`src/rtl/desa_pkg.sv`:
```
// Shared types, reset values and helpers of the double-ended stack allocator.
// No dependencies; used by rtl/double_ended_stack_allocator.sv.
`default_nettype none

package desa_pkg;

  // register reset values
  localparam logic [31:0] ArenaSizeReset   = 32'd65536;
  localparam logic [12:0] HeaderBytesReset = 13'd64;
  localparam logic [6:0]  MarkerBytesReset = 7'd16;

  // default sizing of the top level
  localparam int unsigned MarkerDepthDefault = 16;
  localparam int unsigned OffsetBitsDefault  = 32;

  // fixed field widths
  localparam int unsigned SizeW   = 32;
  localparam int unsigned AlignW  = 17;
  localparam int unsigned HeaderW = 13;
  localparam int unsigned MarkerW = 7;
  localparam int unsigned CfgIdxW = 2;

  // request codes
  typedef enum logic [1:0] {
    OpAlloc   = 2'd0,
    OpMark    = 2'd1,
    OpRelease = 2'd2
  } op_e;

  // configuration register indexes
  typedef enum logic [CfgIdxW-1:0] {
    CfgArenaSize   = 2'd0,
    CfgHeaderBytes = 2'd1,
    CfgMarkerBytes = 2'd2
  } cfg_idx_e;

  // alignment mask: largest power of two not above a, minus one (zero for 0 or 1)
  function automatic logic [AlignW-1:0] align_mask(input logic [AlignW-1:0] a);
    logic [AlignW-1:0] s;
    s = a;
    s = s | (s >> 1);
    s = s | (s >> 2);
    s = s | (s >> 4);
    s = s | (s >> 8);
    s = s | (s >> 16);
    return s >> 1;
  endfunction

endpackage

`default_nettype wire

```
`src/rtl/double_ended_stack_allocator.sv`:
```
// Double-ended stack allocator: request decode, side counters, marker stacks.
// Depends on rtl/desa_pkg.sv.
`default_nettype none

// One request is taken per clock cycle: start_i is accepted whenever it is high,
// busy_o stays low; unless a configuration register is written in the same cycle, the
// result shows on done_o and the result ports in the following cycle, for that cycle only.
// A request's whole work (alignment, space check, counter update and marker push
// or pop) is one pass through the logic between the input ports and the result
// registers, so a request sees the state left by the one before it. Each side's
// marker stack is a memory with a registered read that always holds the entry
// below the top, and the top itself sits in a register, so pops can follow each
// other every cycle. A write to any of the three configuration registers empties
// both sides and both marker stacks at once; there is no clearing pass after reset.
module double_ended_stack_allocator #(
  parameter int unsigned MarkerDepth = desa_pkg::MarkerDepthDefault,
  parameter int unsigned OffsetBits  = desa_pkg::OffsetBitsDefault
) (
  input  wire logic                          clk_i,
  input  wire logic                          rst_ni,
  // configuration write port
  input  wire logic                          cfg_we_i,
  input  wire logic [desa_pkg::CfgIdxW-1:0]  cfg_index_i,
  input  wire logic [31:0]                   cfg_data_i,
  // request
  input  wire logic                          start_i,
  output logic                               busy_o,
  input  wire logic [1:0]                    op_i,
  input  wire logic                          side_i,
  input  wire logic [desa_pkg::AlignW-1:0]   align_i,
  input  wire logic [desa_pkg::SizeW-1:0]    size_i,
  // result
  output logic                               done_o,
  output logic                               ok_o,
  output logic [31:0]                        address_o,
  output logic [31:0]                        remaining_o,
  output logic                               arena_empty_o
);

  localparam int unsigned OB   = OffsetBits;
  localparam int unsigned CW   = ((OB > desa_pkg::SizeW) ? OB : desa_pkg::SizeW) + 2;
  localparam int unsigned CntW = $clog2(MarkerDepth + 1);
  localparam int unsigned AW   = (MarkerDepth > 1) ? $clog2(MarkerDepth) : 1;
  localparam logic [OB-1:0]   FreeReset =
    OB'(desa_pkg::ArenaSizeReset - 32'(desa_pkg::HeaderBytesReset));
  localparam logic [CntW-1:0] DepthCnt = CntW'(MarkerDepth);
  localparam logic [CntW-1:0] OneCnt   = CntW'(1);

  // configuration registers
  logic [31:0]                  arena_q, arena_d;
  logic [desa_pkg::HeaderW-1:0] header_q, header_d;
  logic [desa_pkg::MarkerW-1:0] marker_q, marker_d;
  logic                         reinit;

  // side state
  logic [OB-1:0]   l_used_q, l_used_d, r_used_q, r_used_d;
  logic [OB-1:0]   free_q, free_d;
  logic [CntW-1:0] l_cnt_q, l_cnt_d, r_cnt_q, r_cnt_d;

  // marker stacks: top entry in a register, entry below it read from memory
  logic [OB-1:0]   l_mem [MarkerDepth];
  logic [OB-1:0]   r_mem [MarkerDepth];
  logic [OB-1:0]   l_top_q, l_top_d, r_top_q, r_top_d;
  logic [OB-1:0]   l_below_q, r_below_q;
  logic            l_we, r_we;
  logic [AW-1:0]   l_ra, r_ra;

  // result registers
  logic          done_q, ok_q, empty_q;
  logic [31:0]   addr_q, rem_q;
  logic          ok_d;
  logic [31:0]   addr_d;

  // request datapath
  logic                        accept;
  logic [OB-1:0]               cur_used, cur_top, cur_below;
  logic [CntW-1:0]             cur_cnt;
  logic [desa_pkg::AlignW-1:0] m17, align_m1;
  logic [OB-1:0]               m_ob;
  logic [desa_pkg::SizeW-1:0]  blk_size;
  logic [OB-1:0]               blk_ob;
  logic [CW-1:0]               need;
  logic                        fits;
  logic [OB-1:0]               p_l, np_l, pad_l, p_r, np_r, pad_r, np_sel, pad_sel;
  logic [OB-1:0]               grant_used, grant_free;
  logic                        has_marker;
  logic [OB-1:0]               target, rel_free;
  logic                        grant, push, pop;
  logic [OB-1:0]               new_used, new_top;
  logic [CntW-1:0]             new_cnt;

  assign busy_o = 1'b0;
  assign accept = start_i && !busy_o;

  // configuration decode
  always_comb begin
    arena_d  = arena_q;
    header_d = header_q;
    marker_d = marker_q;
    reinit   = 1'b0;
    if (cfg_we_i) begin
      unique case (desa_pkg::cfg_idx_e'(cfg_index_i))
        desa_pkg::CfgArenaSize: begin
          arena_d = cfg_data_i;
          reinit  = 1'b1;
        end
        desa_pkg::CfgHeaderBytes: begin
          header_d = cfg_data_i[desa_pkg::HeaderW-1:0];
          reinit   = 1'b1;
        end
        desa_pkg::CfgMarkerBytes: begin
          marker_d = cfg_data_i[desa_pkg::MarkerW-1:0];
          reinit   = 1'b1;
        end
        default: reinit = 1'b0;
      endcase
    end
  end

  // operands of the addressed side
  always_comb begin
    cur_used  = side_i ? r_used_q : l_used_q;
    cur_cnt   = side_i ? r_cnt_q : l_cnt_q;
    cur_top   = side_i ? r_top_q : l_top_q;
    cur_below = side_i ? r_below_q : l_below_q;
  end

  // space check and aligned placement
  always_comb begin
    m17      = desa_pkg::align_mask(align_i);
    m_ob     = OB'(m17);
    align_m1 = (align_i == '0) ? '0 : align_i - desa_pkg::AlignW'(1);
    blk_size = (op_i == desa_pkg::OpMark) ? desa_pkg::SizeW'(marker_q) : size_i;
    blk_ob   = OB'(blk_size);
    need     = CW'(blk_size) + CW'(align_m1);
    fits     = CW'(free_q) >= need;
    // left side rounds its free position up
    p_l      = OB'(header_q) + l_used_q;
    np_l     = (p_l + m_ob) & ~m_ob;
    pad_l    = np_l - p_l;
    // right side rounds the block start down
    p_r      = OB'(arena_q) - r_used_q - blk_ob;
    np_r     = p_r & ~m_ob;
    pad_r    = p_r - np_r;
    np_sel   = side_i ? np_r : np_l;
    pad_sel  = side_i ? pad_r : pad_l;
    grant_used = cur_used + blk_ob + pad_sel;
    grant_free = free_q - blk_ob - pad_sel;
  end

  // release target: last marker, or empty side
  always_comb begin
    has_marker = cur_cnt != '0;
    target     = has_marker ? cur_top : '0;
    if (target > cur_used) begin
      target = cur_used;
    end
    rel_free = free_q + (cur_used - target);
  end

  // request decode and next state
  always_comb begin
    grant    = 1'b0;
    push     = 1'b0;
    pop      = 1'b0;
    ok_d     = 1'b0;
    addr_d   = '0;
    free_d   = free_q;
    new_used = cur_used;
    new_cnt  = cur_cnt;
    new_top  = cur_top;
    case (desa_pkg::op_e'(op_i))
      desa_pkg::OpAlloc: begin
        grant = fits;
      end
      desa_pkg::OpMark: begin
        grant = fits && (cur_cnt < DepthCnt);
        push  = grant;
      end
      desa_pkg::OpRelease: begin
        pop = 1'b1;
      end
      default: grant = 1'b0;
    endcase
    if (grant) begin
      ok_d     = 1'b1;
      addr_d   = 32'(np_sel);
      free_d   = grant_free;
      new_used = grant_used;
    end
    if (push) begin
      new_cnt = cur_cnt + OneCnt;
      new_top = cur_used;
    end
    if (pop) begin
      ok_d     = 1'b1;
      free_d   = rel_free;
      new_used = target;
      new_cnt  = has_marker ? cur_cnt - OneCnt : '0;
      new_top  = cur_below;
    end
    if (!accept) begin
      free_d = free_q;
    end
  end

  // per-side next values
  always_comb begin
    l_used_d = l_used_q;
    r_used_d = r_used_q;
    l_cnt_d  = l_cnt_q;
    r_cnt_d  = r_cnt_q;
    l_top_d  = l_top_q;
    r_top_d  = r_top_q;
    l_we     = 1'b0;
    r_we     = 1'b0;
    if (reinit) begin
      l_used_d = '0;
      r_used_d = '0;
      l_cnt_d  = '0;
      r_cnt_d  = '0;
    end else if (accept) begin
      if (side_i) begin
        r_used_d = new_used;
        r_cnt_d  = new_cnt;
        r_top_d  = new_top;
        r_we     = push;
      end else begin
        l_used_d = new_used;
        l_cnt_d  = new_cnt;
        l_top_d  = new_top;
        l_we     = push;
      end
    end
    // keep the entry below the new top ready for the next pop
    l_ra = (l_cnt_d > OneCnt) ? AW'(l_cnt_d - OneCnt - OneCnt) : '0;
    r_ra = (r_cnt_d > OneCnt) ? AW'(r_cnt_d - OneCnt - OneCnt) : '0;
  end

  // control and counter registers
  always_ff @(posedge clk_i or negedge rst_ni) begin
    if (!rst_ni) begin
      arena_q  <= desa_pkg::ArenaSizeReset;
      header_q <= desa_pkg::HeaderBytesReset;
      marker_q <= desa_pkg::MarkerBytesReset;
      l_used_q <= '0;
      r_used_q <= '0;
      free_q   <= FreeReset;
      l_cnt_q  <= '0;
      r_cnt_q  <= '0;
      done_q   <= 1'b0;
    end else begin
      arena_q  <= arena_d;
      header_q <= header_d;
      marker_q <= marker_d;
      l_used_q <= l_used_d;
      r_used_q <= r_used_d;
      l_cnt_q  <= l_cnt_d;
      r_cnt_q  <= r_cnt_d;
      done_q   <= accept && !reinit;
      if (reinit) begin
        free_q <= (arena_d >= 32'(header_d)) ? OB'(arena_d - 32'(header_d)) : '0;
      end else begin
        free_q <= free_d;
      end
    end
  end

  // marker stack memories and top registers
  always_ff @(posedge clk_i) begin
    if (l_we) begin
      l_mem[AW'(l_cnt_q)] <= l_used_q;
    end
    if (r_we) begin
      r_mem[AW'(r_cnt_q)] <= r_used_q;
    end
    l_below_q <= l_mem[l_ra];
    r_below_q <= r_mem[r_ra];
    l_top_q   <= l_top_d;
    r_top_q   <= r_top_d;
  end

  // result registers
  always_ff @(posedge clk_i) begin
    ok_q    <= ok_d;
    addr_q  <= addr_d;
    rem_q   <= 32'(free_d);
    empty_q <= (l_used_d == '0) && (r_used_d == '0);
  end

  assign done_o        = done_q;
  assign ok_o          = ok_q;
  assign address_o     = addr_q;
  assign remaining_o   = rem_q;
  assign arena_empty_o = empty_q;

  // marker counts stay within the stack depth
  assert property (@(posedge clk_i) disable iff (!rst_ni)
    (l_cnt_q <= DepthCnt) && (r_cnt_q <= DepthCnt))
    else $error("marker count beyond stack depth");

  // every accepted item with no configuration write in its cycle gives one result in the next cycle
  assert property (@(posedge clk_i) disable iff (!rst_ni)
    (accept && !cfg_we_i) |=> done_o)
    else $error("accepted item without result strobe");

  // a refused request reports offset zero
  assert property (@(posedge clk_i) disable iff (!rst_ni)
    (done_o && !ok_o) |-> (address_o == '0))
    else $error("refused request with nonzero address");

  // empty flag agrees with the side counters
  assert property (@(posedge clk_i) disable iff (!rst_ni)
    done_o |-> (arena_empty_o == ((l_used_q == '0) && (r_used_q == '0))))
    else $error("arena_empty out of step with used counts");

  // a register write empties both marker stacks
  assert property (@(posedge clk_i) disable iff (!rst_ni)
    (cfg_we_i && (cfg_index_i == desa_pkg::CfgArenaSize ||
                  cfg_index_i == desa_pkg::CfgHeaderBytes ||
                  cfg_index_i == desa_pkg::CfgMarkerBytes))
    |=> ((l_cnt_q == '0) && (r_cnt_q == '0) && (l_used_q == '0) && (r_used_q == '0)))
    else $error("register write did not empty the arena");

endmodule

`default_nettype wire

```
`config.mk`:
```
export PLATFORM = sky130hd
export DESIGN_NAME = double_ended_stack_allocator
export DESIGN_NICKNAME = d
export VERILOG_FILES = /design/src/rtl/desa_pkg.sv /design/src/rtl/double_ended_stack_allocator.sv
export SDC_FILE = /design/constraint.sdc
export NUM_CORES = 2
export LEC_CHECK = 0
export ABC_AREA = 1
export BUFFER_PORTS_ARGS = -buffer_cell sky130_fd_sc_hd__buf_2
export CAP_MARGIN = 20
export CORE_ASPECT_RATIO = 0.6
export CORE_MARGIN = 2
export CORE_UTILIZATION = 50
export CTS_BUF_LIST = sky130_fd_sc_hd__clkbuf_4 sky130_fd_sc_hd__clkbuf_8
export CTS_CLUSTER_DIAMETER = 60
export DETAILED_ROUTE_END_ITERATION = 16
export GPL_TIMING_DRIVEN = 0
export PLACE_DENSITY = 0.73
export SYNTH_ARGS = -nofsm -noshare
export SYNTH_HDL_FRONTEND = slang
export SYNTH_SLANG_ARGS = --single-unit
export TNS_END_PERCENT = 1
```
`constraint.sdc`:
```
create_clock -name clk_i -period 19.3 [get_ports clk_i]
set_input_delay 0.965 -clock clk_i [delete_from_list [all_inputs] [get_ports clk_i]]
set_output_delay 0.965 -clock clk_i [all_outputs]
set_load 0.02 [all_outputs]
```
==> reports/metrics.csv <==
stage,metric,value,unit
run_status,outcome,"complete, no violations",
detailed_routing,residual DRC count,0,
setup_path,CP arrival,12.59,ns
finish,layout cells sized above 1,12.0,%
setup_path,Worst Path Required,20.17,ns
sta,Worst Skew,0.115,ns
synth,post-synthesis mux area share,0.596,%
place,Final GP Congestion,1.08,
synth,Mapped Area,77300,um^2
sta,WHS,0.238,ns
sta,Relative slew margins,12.9,%
sta,unrepaired setup endpoints after global routing,false,
synth,number of flops mapped to enable cells by yosys,1088,
detailed_routing,drt via density,6.09,
die,Die H,309,um
setup_path,max incr delay on CP,0.71,ns
detailed_routing,WL final,309000,um
detailed_routing,wire per inst,28.0,um
clocking,Sinks on Clock Net,1377,
global_route,initial antenna violation count,29,
synth,Synth warnings,0,
flow_run,number of max-cap violations,0,
die,Initial Util,50.5,%
setup_path,CP Max Fanout,10,
setup_path,critical path launch point type,primary input,
global_route,first-pass GRT wire length,434000,um
synth,Post-synth top cells,"nand2_1 (1316), nand3_1 (1141), inv_1 (1111)",
sta,Final min period,11.72,ns
detailed_routing,WL met1,125000,um
synth,cell count after synthesis,8365,
die,core area,153000,um^2
sta,pins over their slew limit,0,
finish,biggest regs,"l_mem (512), r_mem (512)",
synth,distinct cell type count after synthesis,66,
detailed_routing,uppermost layer routed,met5,
power_and_ir_drop,PD cells,134,nW/um^2
place,post-DP HPWL,241000,um
setup_path,"Slowest-stage cell, CP",nor2_1,
place,dpl cell area,82200,um^2
power_and_ir_drop,VDD IR max,0.0906,mV
clocking,"CTS clk-pin slew, worst paths",0.08,ns
sta,Setup TNS,0,ns
synth,Post-Synth XOR/XNOR Area,2.37,%
sta,Final Hold Vio Count,0,
synth,largest area contributor in the netlist,edfxtp_1,
synth,top post-synthesis cells by area,"edfxtp_1 (42%), nand3_1 (7.4%), nand2_1 (6.4%)",
die,Die Wd,512,um
clocking,clock latency on the worst-skew pair,1.05,ns
setup_path,Crit Path Class,primary input to register,
finish,post-layout util,56.7,%
synth,Post-Synth Adder-Cell Area,8.02,%
sta,Fmax,85.4,MHz
clocking,CTS tree,yes,
synth,prevailing post-synth register cell,edfxtp_1,
synth,"count leader, synth",nand2_1,
synth,"FF+latch count, synth",1377,
clocking,H-tree Lvls,4,
detailed_routing,DR WL met3,53800,um
power_and_ir_drop,leakage,37.2,nW
synth,sequential area share after synthesis,50.8,%
synth,largest family of logic cells by synthesized area,simple AND/OR/NAND/NOR gates,
setup_path,crit path capture type,register,
place,PortBufs,155,
finish,Nets,9326,
setup_path,WP buf/inv,9,
sta,crit share post-route,60.7,%
sta,endpoints failing setup,0,
finish,area grow syn2layout,12.3,%
die,FP Rows,111,
finish,FF+latch area,39300,um^2
detailed_routing,Via Count,67135,
detailed_routing,Detail Route Antenna Nets,0,
synth,compound-cell area share of the yosys netlist,8.33,%
detailed_routing,drt first pass iters,9,
setup_path,CP top delay family,simple AND/OR/NAND/NOR gates,
detailed_routing,DR iter-0 viols,11394,
min_path,worst hold path class,primary input to register,
setup_path,Worst path most repeated cell,nand2_1,
global_route,vias in the first global route,61797,
synth,top cell type's share of synthesized area,42.3,%
sta,Worst Tran Pin Value,1.31,ns
global_route,largest net degree at the start of global routing,84,
clocking,CTS root buffer,clkbuf_8,
detailed_routing,Routed met2 length,116000,um
clocking,Max clock buf depth,3,
finish,fillers,13349,
synth,Synth Area in Simple Gates,22.1,%
die,full die area,158000,um^2
finish,design area,86800,um^2
finish,area occupied by multi-input gates,32300,um^2
global_route,gr ovfl total,0,
die,num ports,158,
global_route,Total GRT Usage,38.5,%
synth,"FFs w/ async S/R, synth",11.5,%
clocking,total CTS buffers,202,
synth,Mapped Avg Cell Area,9.24,um^2
-- worst paths after layout --
kind	startpoint	end	slack, ns	cells after the start
worst max-delay path	op_i[0]	arena_empty_o	7.58	47
worst max register to register	l_used_q[0]	arena_empty_o	7.79	47
worst min register to register	marker_q[3]	marker_q[3]	0.49	2
min in group asynchronous	rst_ni	arena_q[11]	0.54	2
max in group asynchronous	rst_ni	r_cnt_q[1]	17.74	3
worst min-delay path	cfg_data_i[9]	arena_q[9]	0.24	3
-- final cells by class --
cell class	count	area share, %
buffer	382	1.98
multi-input combinational	5476	37.2
tap	2034	2.93
sequential	1377	45.3
inverter	1132	4.90
antenna	9	0.0260
clock inverter	92	1.08
clock buffer	280	3.95
timing repair buffer	247	2.68
-- cells by family (layout without fill, tap and decap cells) --
logic type | count (synthesis) | in the layout
simple gates | 3652 | 3652
buf+inv | 1514 | 2133
flops | 1377 | 1377
compound gates | 1147 | 1147
fa+ha+maj | 418 | 418
xor+xnor | 209 | 209
mux | 46 | 46
other cells | 2 | 13
-- per-layer routing --
layer,vias up,global-route usage [%]
met2,5089,50.2
met3,622,16.1
met4,12,14.4
li1,29274,-
met1,32138,56.0
met5,-,0
-- cells in the final DEF, fill, tap and decap left out, types with 22 or more instances in the layout --
cell type     n
a21oi_1     405
buf_1        32
buf_16       27
buf_2       296
buf_4        34
buf_6        22
clkbuf_1    190
clkbuf_4     70
clkbuf_8    212
clkinv_1     41
dfrtp_1     146
dfxtp_1     130
edfxtp_1   1088
fa_1        129
ha_1        289
inv_1      1111
mux2i_1      46
nand2_1    1316
nand3_1    1141
nand3b_1    265
nand4_1      45
nor2_1      511
nor2_4       30
nor3_1       50
o2111ai_1    67
o211ai_1     33
o21ai_0     487
o21ai_1      23
o21bai_1     22
or2_2       233
xnor2_1      85
xor2_1      124
-- metrics by stage --
step / power (mW) / setup slack (ns) / cells
after detailed placement: 8.84 / 6.97 / 10637
after global routing: 12.2 / 7.19 / 11023
final: 11.7 / 7.58 / 11029
after global placement: 8.73 / 5.90 / 10556
after floorplan: 6.95 / 10.84 / 8367
after CTS: 11.4 / 8.00 / 11010
-- report_power, final --
part | internal [mW] | leakage [nW] | switching [mW]
combinational | 1.65 | 21.8 | 3.67
clock | 1.34 | 2.28 | 1.25
sequential | 3.45 | 13.1 | 0.300
total | 6.44 | 37.2 | 5.22
-- worst register-to-register path: cells and delay by family (launching register included) --
family	cells	cell delay [ns]
compound gates	13	3.07
fa+ha+maj	6	2.65
xor+xnor	3	0.87
simple gates	21	3.57
buf+inv	4	0.50
flops	1	0.78
-- timing repair --
action,in CTS,in global routing
endpoints found under the hold margin,45,0
setup buffers,0,0
resized for setup,0,0
endpoints found under the setup margin,0,0
hold buffers,1,0
(Power assumes the default switching activity.)
